### config.mk
export PLATFORM = sky130hd
export DESIGN_NAME = uart_baud_divisor_select_core_flat
export DESIGN_NICKNAME = d
export VERILOG_FILES = /design/src/rtl/core/ubds_pkg.sv /design/src/rtl/core/ubds_if.sv /design/src/rtl/core/ubds_front.sv /design/src/rtl/core/ubds_div_step.sv /design/src/rtl/core/ubds_tier.sv /design/src/rtl/core/uart_baud_divisor_select_core.sv /design/src/flat_wrapper.sv
export SDC_FILE = /design/constraint.sdc
export NUM_CORES = 2
export LEC_CHECK = 0
export ABC_CLOCK_PERIOD_IN_PS = 13900
export BUFFER_PORTS_ARGS = -buffer_cell sky130_fd_sc_hd__buf_2
export CAP_MARGIN = 20
export CORE_MARGIN = 2
export CORE_UTILIZATION = 41
export DETAILED_ROUTE_END_ITERATION = 6
export PLACE_DENSITY = 0.55
export SYNTH_ARGS = -nofsm -noshare
export SYNTH_HDL_FRONTEND = slang
export SYNTH_SLANG_ARGS = --single-unit
### constraint.sdc
create_clock -name clk -period 13.9 [get_ports clk]
set_clock_uncertainty 0.15 [all_clocks]
set_input_delay 2.78 -clock clk [delete_from_list [all_inputs] [get_ports clk]]
set_output_delay 2.78 -clock clk [all_outputs]
set_load 0.02 [all_outputs]
### src/rtl/core/ubds_pkg.sv
package ubds_pkg;

    // Field widths
    localparam int BAUD_W        = 24;
    localparam int CLK_W         = 32;
    localparam int PRESCALE_BITS = 4;                      // the fixed divide by 16
    localparam int DIVIDEND_W    = CLK_W - PRESCALE_BITS;  // clock / 16
    localparam int QUOT_W        = 15;                     // 256 << 7 saturates here
    localparam int HI_W          = DIVIDEND_W - QUOT_W;    // dividend bits above quotient
    localparam int BRR_W         = 8;
    localparam int TIER_W        = 3;
    localparam int TIER_COUNT    = 8;

    // Pipeline: entry stage, one stage per quotient bit, tier stage
    localparam int PIPE_DEPTH    = QUOT_W + 2;

    localparam logic [CLK_W-1:0] CLOCK_HZ_RESET = 32'd60000000;

    typedef enum logic [1:0] {
        STATUS_OK       = 2'd0,
        STATUS_TOO_SLOW = 2'd1,
        STATUS_BAD_RATE = 2'd2
    } status_t;

    // Partial division state carried down the pipeline
    typedef struct packed {
        status_t             status;
        logic [BAUD_W-1:0]   divisor;
        logic [BAUD_W-1:0]   rem;
        logic [QUOT_W-1:0]   low;
        logic [QUOT_W-1:0]   quot;
    } div_t;

endpackage

### src/rtl/core/ubds_if.sv
// Request channel: one baud rate per request
interface ubds_req_if;
    logic                        valid;
    logic                        ready;
    logic [ubds_pkg::BAUD_W-1:0] baud_rate;

    modport source (output valid, output baud_rate, input ready);
    modport sink   (input valid, input baud_rate, output ready);
endinterface

// Result channel: divisor settings for one request
interface ubds_rsp_if;
    logic                       valid;
    logic                       ready;
    logic [1:0]                 status;
    logic [ubds_pkg::BRR_W-1:0] bit_rate_value;
    logic [1:0]                 clock_select;
    logic                       double_speed;

    modport source (output valid, output status, output bit_rate_value,
                    output clock_select, output double_speed, input ready);
    modport sink   (input valid, input status, input bit_rate_value,
                    input clock_select, input double_speed, output ready);
endinterface

### src/rtl/core/ubds_front.sv
module ubds_front
(
    input  logic                         clk,
    input  logic                         rst_n,
    input  logic                         up_valid,
    output logic                         up_ready,
    input  logic [ubds_pkg::BAUD_W-1:0]  baud_rate,
    input  logic [ubds_pkg::CLK_W-1:0]   clock_hz,
    output logic                         dn_valid,
    input  logic                         dn_ready,
    output ubds_pkg::div_t               dn_data
);

    logic [ubds_pkg::DIVIDEND_W-1:0] dividend;
    logic [ubds_pkg::HI_W-1:0]       dividend_hi;
    logic                            valid_reg;
    ubds_pkg::div_t                  data_reg;
    ubds_pkg::div_t                  data_next;

    assign dividend    = clock_hz[ubds_pkg::CLK_W-1:ubds_pkg::PRESCALE_BITS];
    assign dividend_hi = dividend[ubds_pkg::DIVIDEND_W-1:ubds_pkg::QUOT_W];

    // Classify and seed the divider; a high part at or above baud is flagged too slow
    always_comb
    begin
        data_next.divisor = baud_rate;
        data_next.rem     = ubds_pkg::BAUD_W'(dividend_hi);
        data_next.low     = dividend[ubds_pkg::QUOT_W-1:0];
        data_next.quot    = '0;
        priority if (baud_rate == '0)
        begin
            data_next.status = ubds_pkg::STATUS_BAD_RATE;
        end
        else if (ubds_pkg::BAUD_W'(dividend_hi) >= baud_rate)
        begin
            data_next.status = ubds_pkg::STATUS_TOO_SLOW;
        end
        else
        begin
            data_next.status = ubds_pkg::STATUS_OK;
        end
    end

    assign up_ready = !valid_reg || dn_ready;

    // Stage valid
    always_ff @(posedge clk or negedge rst_n)
    begin
        if (!rst_n)
        begin
            valid_reg <= 1'b0;
        end
        else if (up_ready)
        begin
            valid_reg <= up_valid;
        end
    end

    // Stage payload
    always_ff @(posedge clk)
    begin
        if (up_ready && up_valid)
        begin
            data_reg <= data_next;
        end
    end

    assign dn_valid = valid_reg;
    assign dn_data  = data_reg;

endmodule

### src/rtl/core/ubds_div_step.sv
module ubds_div_step
(
    input  logic           clk,
    input  logic           rst_n,
    input  logic           up_valid,
    output logic           up_ready,
    input  ubds_pkg::div_t up_data,
    output logic           dn_valid,
    input  logic           dn_ready,
    output ubds_pkg::div_t dn_data
);

    logic [ubds_pkg::BAUD_W:0] trial;
    logic [ubds_pkg::BAUD_W:0] diff;
    logic                      take;
    logic                      valid_reg;
    ubds_pkg::div_t            data_reg;
    ubds_pkg::div_t            data_next;

    // One restoring step: bring down the next dividend bit, subtract if it fits
    assign trial = {up_data.rem, up_data.low[ubds_pkg::QUOT_W-1]};
    assign diff  = trial - {1'b0, up_data.divisor};
    assign take  = trial >= {1'b0, up_data.divisor};

    always_comb
    begin
        data_next         = up_data;
        data_next.rem     = take ? diff[ubds_pkg::BAUD_W-1:0] : trial[ubds_pkg::BAUD_W-1:0];
        data_next.low     = {up_data.low[ubds_pkg::QUOT_W-2:0], 1'b0};
        data_next.quot    = {up_data.quot[ubds_pkg::QUOT_W-2:0], take};
    end

    assign up_ready = !valid_reg || dn_ready;

    // Stage valid
    always_ff @(posedge clk or negedge rst_n)
    begin
        if (!rst_n)
        begin
            valid_reg <= 1'b0;
        end
        else if (up_ready)
        begin
            valid_reg <= up_valid;
        end
    end

    // Stage payload
    always_ff @(posedge clk)
    begin
        if (up_ready && up_valid)
        begin
            data_reg <= data_next;
        end
    end

    assign dn_valid = valid_reg;
    assign dn_data  = data_reg;

endmodule

### src/rtl/core/ubds_tier.sv
module ubds_tier
(
    input  logic                        clk,
    input  logic                        rst_n,
    input  logic                        up_valid,
    output logic                        up_ready,
    input  ubds_pkg::div_t              up_data,
    output logic                        dn_valid,
    input  logic                        dn_ready,
    output logic [1:0]                  status,
    output logic [ubds_pkg::BRR_W-1:0]  bit_rate_value,
    output logic [1:0]                  clock_select,
    output logic                        double_speed
);

    typedef struct packed {
        ubds_pkg::status_t          status;
        logic [ubds_pkg::BRR_W-1:0] brr;
        logic [1:0]                 cks;
        logic                       dbl;
    } res_t;

    logic [ubds_pkg::TIER_W-1:0] tier;
    logic [ubds_pkg::QUOT_W-1:0] scaled;
    logic                        valid_reg;
    res_t                        res_reg;
    res_t                        res_next;

    // Tier = position of the highest quotient bit above the 8-bit field
    always_comb
    begin
        tier = '0;
        for (int i = 0; i < ubds_pkg::TIER_COUNT - 1; i++)
        begin
            if (up_data.quot[ubds_pkg::BRR_W + i])
            begin
                tier = ubds_pkg::TIER_W'(i + 1);
            end
        end
    end

    assign scaled = up_data.quot >> tier;

    // Result fields; any error clears them
    always_comb
    begin
        res_next = '0;
        if (up_data.status != ubds_pkg::STATUS_OK)
        begin
            res_next.status = up_data.status;
        end
        else if (up_data.quot == '0)
        begin
            res_next.status = ubds_pkg::STATUS_BAD_RATE;
        end
        else
        begin
            res_next.status = ubds_pkg::STATUS_OK;
            res_next.brr    = scaled[ubds_pkg::BRR_W-1:0] - ubds_pkg::BRR_W'(1);
            res_next.cks    = tier[ubds_pkg::TIER_W-1:1];
            res_next.dbl    = !tier[0];
        end
    end

    assign up_ready = !valid_reg || dn_ready;

    // Output valid
    always_ff @(posedge clk or negedge rst_n)
    begin
        if (!rst_n)
        begin
            valid_reg <= 1'b0;
        end
        else if (up_ready)
        begin
            valid_reg <= up_valid;
        end
    end

    // Output payload
    always_ff @(posedge clk)
    begin
        if (up_ready && up_valid)
        begin
            res_reg <= res_next;
        end
    end

    assign dn_valid       = valid_reg;
    assign status         = res_reg.status;
    assign bit_rate_value = res_reg.brr;
    assign clock_select   = res_reg.cks;
    assign double_speed   = res_reg.dbl;

endmodule

### src/rtl/core/uart_baud_divisor_select_core.sv
// Serial-unit baud divisor selection.
// request : valid/ready channel carrying baud_rate (bits per second).
// result  : valid/ready channel with status, bit_rate_value, clock_select
//           and double_speed for each request, in request order.
// cfg_write_en/cfg_write_data load the peripheral clock frequency in hertz;
// write it only while no request is in flight.
// The quotient (clock / 16) / baud is formed by a restoring divider with one
// quotient bit per stage: an entry stage, 15 divide stages and a tier/output
// stage, each registered. One request is accepted every cycle while the
// receiver keeps ready high; each stage moves on its own ready, so bubbles
// close up.
// When the receiver stalls, the held result stays on the port and requests
// keep entering until every stage is full; nothing is dropped or repeated.
// Reset empties the pipeline and loads the clock register with 60 MHz.
module uart_baud_divisor_select_core
(
    input  logic                        clk,
    input  logic                        rst_n,
    input  logic                        cfg_write_en,
    input  logic [ubds_pkg::CLK_W-1:0]  cfg_write_data,
    ubds_req_if.sink                    request,
    ubds_rsp_if.source                  result
);

    logic [ubds_pkg::CLK_W-1:0] clock_hz_reg;
    logic                       stage_valid [0:ubds_pkg::QUOT_W];
    logic                       stage_ready [0:ubds_pkg::QUOT_W];
    ubds_pkg::div_t             stage_data  [0:ubds_pkg::QUOT_W];

    // Peripheral clock register
    always_ff @(posedge clk or negedge rst_n)
    begin
        if (!rst_n)
        begin
            clock_hz_reg <= ubds_pkg::CLOCK_HZ_RESET;
        end
        else if (cfg_write_en)
        begin
            clock_hz_reg <= cfg_write_data;
        end
    end

    // Entry stage: classify and seed the divider
    ubds_front u_front
    (
        .clk       (clk),
        .rst_n     (rst_n),
        .up_valid  (request.valid),
        .up_ready  (request.ready),
        .baud_rate (request.baud_rate),
        .clock_hz  (clock_hz_reg),
        .dn_valid  (stage_valid[0]),
        .dn_ready  (stage_ready[0]),
        .dn_data   (stage_data[0])
    );

    // Divide stages, one quotient bit each
    for (genvar g = 0; g < ubds_pkg::QUOT_W; g++)
    begin : g_step
        ubds_div_step u_step
        (
            .clk      (clk),
            .rst_n    (rst_n),
            .up_valid (stage_valid[g]),
            .up_ready (stage_ready[g]),
            .up_data  (stage_data[g]),
            .dn_valid (stage_valid[g+1]),
            .dn_ready (stage_ready[g+1]),
            .dn_data  (stage_data[g+1])
        );
    end

    // Tier selection and output register
    ubds_tier u_tier
    (
        .clk            (clk),
        .rst_n          (rst_n),
        .up_valid       (stage_valid[ubds_pkg::QUOT_W]),
        .up_ready       (stage_ready[ubds_pkg::QUOT_W]),
        .up_data        (stage_data[ubds_pkg::QUOT_W]),
        .dn_valid       (result.valid),
        .dn_ready       (result.ready),
        .status         (result.status),
        .bit_rate_value (result.bit_rate_value),
        .clock_select   (result.clock_select),
        .double_speed   (result.double_speed)
    );

endmodule

### src/flat_wrapper.sv
// flat-port wrapper written by rule: the top's interface ports become plain ports
module uart_baud_divisor_select_core_flat 
  (clk, rst_n, cfg_write_en, cfg_write_data, request_valid, request_baud_rate, request_ready, result_valid, result_status, result_bit_rate_value, result_clock_select, result_double_speed, result_ready);
  ubds_req_if request_i ();
  ubds_rsp_if result_i ();
  input  logic clk;
  input  logic rst_n;
  input  logic cfg_write_en;
  input  logic [ubds_pkg::CLK_W-1:0] cfg_write_data;
  input wire logic [$bits(request_i.valid)-1:0] request_valid;
  input wire logic [$bits(request_i.baud_rate)-1:0] request_baud_rate;
  output wire logic [$bits(request_i.ready)-1:0] request_ready;
  output wire logic [$bits(result_i.valid)-1:0] result_valid;
  output wire logic [$bits(result_i.status)-1:0] result_status;
  output wire logic [$bits(result_i.bit_rate_value)-1:0] result_bit_rate_value;
  output wire logic [$bits(result_i.clock_select)-1:0] result_clock_select;
  output wire logic [$bits(result_i.double_speed)-1:0] result_double_speed;
  input wire logic [$bits(result_i.ready)-1:0] result_ready;
  assign request_i.valid = request_valid;
  assign request_i.baud_rate = request_baud_rate;
  assign request_ready = request_i.ready;
  assign result_valid = result_i.valid;
  assign result_status = result_i.status;
  assign result_bit_rate_value = result_i.bit_rate_value;
  assign result_clock_select = result_i.clock_select;
  assign result_double_speed = result_i.double_speed;
  assign result_i.ready = result_ready;
  uart_baud_divisor_select_core u_core (.clk(clk), .rst_n(rst_n), .cfg_write_en(cfg_write_en), .cfg_write_data(cfg_write_data), .request(request_i), .result(result_i));
endmodule
Word level (Yosys, flattened, before mapping)
Index checks and enable logic that the tools add are counted.
W data, S select, Z words.
- order comparisons: 16
- $add $sub $neg: 15
- muxes and demuxes: 24
- shift operators: 1
- reduce and logical (&&, ||, !) cells: 56
- operator list (cell ; number):
    $ge A25 B24 Y1 ; 14
    $mux W24 ; 13
    $sub A24 B24 Y24 ; 13
    $ge A13 B24 Y1 ; 1
    $ge A14 B24 Y1 ; 1
    $logic_not A24 Y1 ; 1
    $sub A14 B24 Y24 ; 1
    $logic_not A1 Y1 ; 18
    $logic_and A1 B1 Y1 ; 17
    $logic_or A1 B1 Y1 ; 17
    $logic_not A15 Y1 ; 1
    $mux W3 ; 5
    $shr A15 B3 Y8 ; 1
    $mux W14 ; 1
    $sub A8 B1 Y8 const B ; 1
    $mux W2 ; 3
    $mux W1 ; 2
    $reduce_bool A2 Y1 ; 1
    $reduce_or A2 Y1 ; 1
- output and inout port bits: 15
- input bits: 61
- word-level logic and storage cells: 211
- flip-flop bits (word level): 1043

Depth between registers and ports, before layout
- depth in word-level cells: 19
- depth in mapped cells: 14
- gate-level depth less buffers: 11

Cells and area by module
A second synthesis with hierarchy kept.
- cell total of the unflattened synthesis: 5716
- area, all modules: 70662.8 um2
- modules (own cells, without submodules) (module ; times used ; seq. area each (um2) ; area an instance (um2) ; cells an instance):
    ubds_div_step (u_core.g_step[10].u_step ...) ; 12 ; 2397.3 ; 4416.7 ; 364
    ubds_div_step (u_core.g_step[0].u_step ...) ; 2 ; 2397.3 ; 4119.0 ; 308
    ubds_div_step (u_core.g_step[2].u_step) ; 1 ; 2397.3 ; 4381.7 ; 352
    ubds_front ; 1 ; 1646.6 ; 2253.4 ; 140
    ubds_tier ; 1 ; 415.4 ; 1431.4 ; 172
    uart_baud_divisor_select_core ; 1 ; 813.3 ; 1357.6 ; 68

Worst setup path before layout
No wires, ideal clock.
- path type: input to register
- from: input result_ready
- to: register u_core.g_step[7].u_step.data_reg (netlist bit u_core.g_step[7].u_step.dn_data[0]) (enable)
- data required time: 13.163 ns
- arrival: 8.233 ns
- stages on the path: 7
- setup time: 0.587 ns
- path slack: 4.930 ns
- path buffers: 1
- cell sequence: nor2b_1 -> nand3_1 -> nor2_1 -> and2_1 -> and3_1 -> clkbuf_1 -> a21boi_0
- cells in the longest elaborated chain, start to end: 10
- ends and longest elaborated chain (what ; line ; RTL):
    start: declaration ; flat_wrapper.sv:18 ; input wire logic [$bits(result_i.ready)-1:0] result_ready;
    $logic_or A1 B1 Y1 ; ubds_tier.sv:65 ; assign up_ready = !valid_reg || dn_ready;
    $logic_or A1 B1 Y1 (8 in series) ; ubds_div_step.sv:33 ; assign up_ready = !valid_reg || dn_ready;
    $logic_and A1 B1 Y1 ; ubds_div_step.sv:51 ; if (up_ready && up_valid)
    end signal: assignment ; ubds_div_step.sv:53 ; data_reg <= data_next;
    end: declaration ; ubds_div_step.sv:17 ; ubds_pkg::div_t data_reg;
No other way between the ends.
A chain may end at the register's enable or synchronous reset.

Worst setup path in the final report
- from: input result_ready
- to: output request_ready
- cells in the longest elaborated chain, start to end: 17
- ends and longest elaborated chain (what ; line ; RTL):
    $logic_or A1 B1 Y1 ; ubds_tier.sv:65 ;
    $logic_or A1 B1 Y1 (15 in series) ; ubds_div_step.sv:33 ;
    $logic_or A1 B1 Y1 ; ubds_front.sv:44 ; assign up_ready = !valid_reg || dn_ready;
    end: declaration ; flat_wrapper.sv:12 ; output wire logic [$bits(request_i.ready)-1:0] request_ready;
No other way between the ends.

==> results.sh <==
export IMPL_layout_min_cycle_time_ns=8.29
export IMPL_maxSlewViolCount=0
export IMPL_tritoncts_num_buffers=111
export IMPL_numPortBuffers=71
export IMPL_hold_class="reg -> reg"
export IMPL_post_place_ws_ns=5.54
export IMPL_worstSkewPairLatency_ns=0.73
export IMPL_crit_path_max_incr_delay_ns=0.63
export IMPL_wl_met3_um=4350
export IMPL_core_rowCount=133
export IMPL_ys_warnings_count=0
export IMPL_postCtsSetupBuffers=0
export IMPL_max_cap_violations=0
export IMPL_power_static_leakage_nw=23.9
export IMPL_htreeDepth=3
export IMPL_yosys_most_used_dff="edfxtp_1"
export IMPL_setup_viol=0
export IMPL_cp_num_buf_inv=4
export IMPL_cts_root_buffer="clkbuf_16"
export IMPL_post_layout_total_power_mw=13.8
export IMPL_timing_critical_path_max_delay_family="simple AND/OR/NAND/NOR gates"
export IMPL_wl_met2_um=62400
export IMPL_vdd_ir_drop_worst_uv=116
export IMPL_run_status="completed"
export IMPL_final_core_utilization=0.462
export IMPL_routed_wire_length_per_instance_um=18.7
export IMPL_setup_worst_path_class="in -> out"
export IMPL_synth_enable_flop_cells=994
export IMPL_io_pins=76
export IMPL_top_layer_used="met4"
export IMPL_start_kind="input pin"
export IMPL_timing_max_slew_rel_slack=0.319
export IMPL_ratio_of_cells_with_drive_above_1_in_the_final_layout=0.101
export IMPL_number_of_flip_flops_under_the_largest_register_name=927
export IMPL_syn_instance_count=4575
export IMPL_route_detailed_vias_per_inst=5.27
export IMPL_synth_seq_area_share=0.571
export IMPL_synthArstFlopShare=0.0433
export IMPL_routed_via_count=34600
export IMPL_biggest_area_consumer_among_synthesized_cells="edfxtp_1"
export IMPL_rsz_0062_raised_after_global_routing="false"
export IMPL_firstDrtPassIters=5
export IMPL_yosys_cell_types_count=92
export IMPL_biggest_fanout_along_the_worst_timing_path=5
export IMPL_grt_start_max_net_pins=66
export IMPL_critical_path_cell_chain="buf_2 -> nor2b_1 -> nand3_1 -> nor2_1 -> nand2_1 -> nor4_1 -> buf_4 -> nand3_1 -> nor2_1 -> inv_1 -> buf_2"
export IMPL_design_die_area_mm2=0.135
export IMPL_clk_path_buf_depth=3
export IMPL_drt_wl_total_um=122000
export IMPL_post_cts_resize_count=0
export IMPL_ys_top_cells_by_count="994 x edfxtp_1, 459 x inv_1, 364 x ha_1, 322 x nor2_1, 310 x a21oi_1"
export IMPL_drt_met1_wl_um=52700
export IMPL_timing_final_ws_setup_ns=5.61
export IMPL_synthesis_nets=5014
export IMPL_floorplan_initialDensity=0.413
export IMPL_pwr_density_cell_mw_per_mm2=228
export IMPL_final_total_negative_setup_slack_ns=0
export IMPL_initial_antenna_violation_count=4
export IMPL_synth_seq_cells=1039
export IMPL_clock_sinks=1039
export IMPL_fillers=12000
export IMPL_detailed_place_hpwl_um=92500
export IMPL_netlist_top_cells_area="edfxtp_1 55%, ha_1 8.4%, inv_1 3.2%, a21oi_1 2.9%, o21ai_0 2.5%"
export IMPL_gr_total_overflow=0
export IMPL_post_cts_hold_buffer_count=0
export IMPL_most_numerous_cell_in_the_yosys_netlist="edfxtp_1"
export IMPL_chipHeight_um=368
export IMPL_syn_std_cell_area_mm2=0.0542
export IMPL_die_width_um=368
export IMPL_grt_total_usage=0.180
export IMPL_drc=0
export IMPL_hold_slack_ns=0.237
export IMPL_first_iter_violations=2426
export IMPL_arrival_ns=5.36
export IMPL_crit_share_post_route=0.596
export IMPL_critical_path_slowest_cell="nor2_1"
export IMPL_fmaxAchievable_ghz=0.121
export IMPL_worst_margin_pin_slew_ns=0.995
export IMPL_grt_first_pass_wirelength_um=192000
export IMPL_area_share_of_the_largest_cell_type_after_synthesis=0.550
export IMPL_report_final_hold_viol_count=0
export IMPL_grt_pass1_vias=33700
export IMPL_fin_nets=5143
export IMPL_design_core_area_mm2=0.131
export IMPL_syn_mean_instance_area_um2=11.9
export IMPL_critPathCaptureType="output port"
export IMPL_cts_tree="done"
export IMPL_antenna_left=0
export IMPL_gp_routability_congestion=0.861
export IMPL_clk_pin_slew_ns=0.06
export IMPL_synthToLayoutAreaGrowth_pct=11.8
export IMPL_critPathRequiredTime_ns=10.97
logic make-up after synthesis:
group	Yosys count	share of synthesized area
fa+ha+maj	378	0.0892
simple gates	1134	0.103
xor+xnor	206	0.0333
flops	1039	0.571
compound gates	1138	0.135
buf+inv	546	0.0388
mux	134	0.0291
stage by stage:
stage | area, µm² | cells
after global placement | 56700 | 6342
after global routing | 60600 | 6556
after detailed placement | 56700 | 6342
final | 60600 | 6558
after floorplan | 54200 | 4575
after CTS | 60500 | 6552
report_power, final:
part | leakage (nW) | total [mW] | switching (mW) | internal [mW]
logic | 11.9 | 5.63 | 3.25 | 2.38
clock network | 1.83 | 3.07 | 1.25 | 1.82
registers | 10.2 | 5.12 | 0.502 | 4.62
layer usage:
layer | vias to the layer above | track usage
li1 | 17200 | -
met1 | 16600 | 0.227
met2 | 604 | 0.323
met3 | 175 | 0.0254
met4 | 0 | 0.0471
met5 | - | 0
cells in the final DEF, fill, tap and decap left out, types with 104 or more instances in the layout:
| master | count |
|---|---|
| a21oi_1 | 310 |
| clkbuf_16 | 111 |
| edfxtp_1 | 994 |
| ha_1 | 364 |
| inv_1 | 459 |
| mux2_2 | 104 |
| nand2_1 | 270 |
| nor2_1 | 322 |
| o21ai_0 | 268 |
| xnor2_1 | 108 |
worst paths after layout:
kind                                                 startpoint                              endpoint  slack, ns  depth (start not counted)
max                                                result_ready                         request_ready       5.61                         11
min                         u_core.g_step[10].u_step.dn_data[8]   u_core.g_step[11].u_step.dn_data[9]       0.24                          0
max reg2reg                u_core.g_step[10].u_step.dn_data[30]  u_core.g_step[11].u_step.dn_data[33]       9.75                          9
min reg2reg                 u_core.g_step[10].u_step.dn_data[8]   u_core.g_step[11].u_step.dn_data[9]       0.24                          0
max in group asynchronous                                 rst_n               u_core.clock_hz_reg[12]      10.98                          2
min in group asynchronous                                 rst_n                u_core.u_tier.dn_valid       1.99                          2
final cells by class:
cell class | count | area, µm² | area share
Sequential cell | 1039 | 31000 | 0.511
Antenna cell | 2 | 5.00 | 0.0000826
Multi-Input combinational cell | 2990 | 21200 | 0.350
Clock inverter | 64 | 811 | 0.0134
Inverter | 461 | 1730 | 0.0286
Tap cell | 1755 | 2200 | 0.0362
Timing Repair Buffer | 101 | 641 | 0.0106
Clock buffer | 146 | 3000 | 0.0495
No activity file was read; power rests on OpenSTA's default activity.
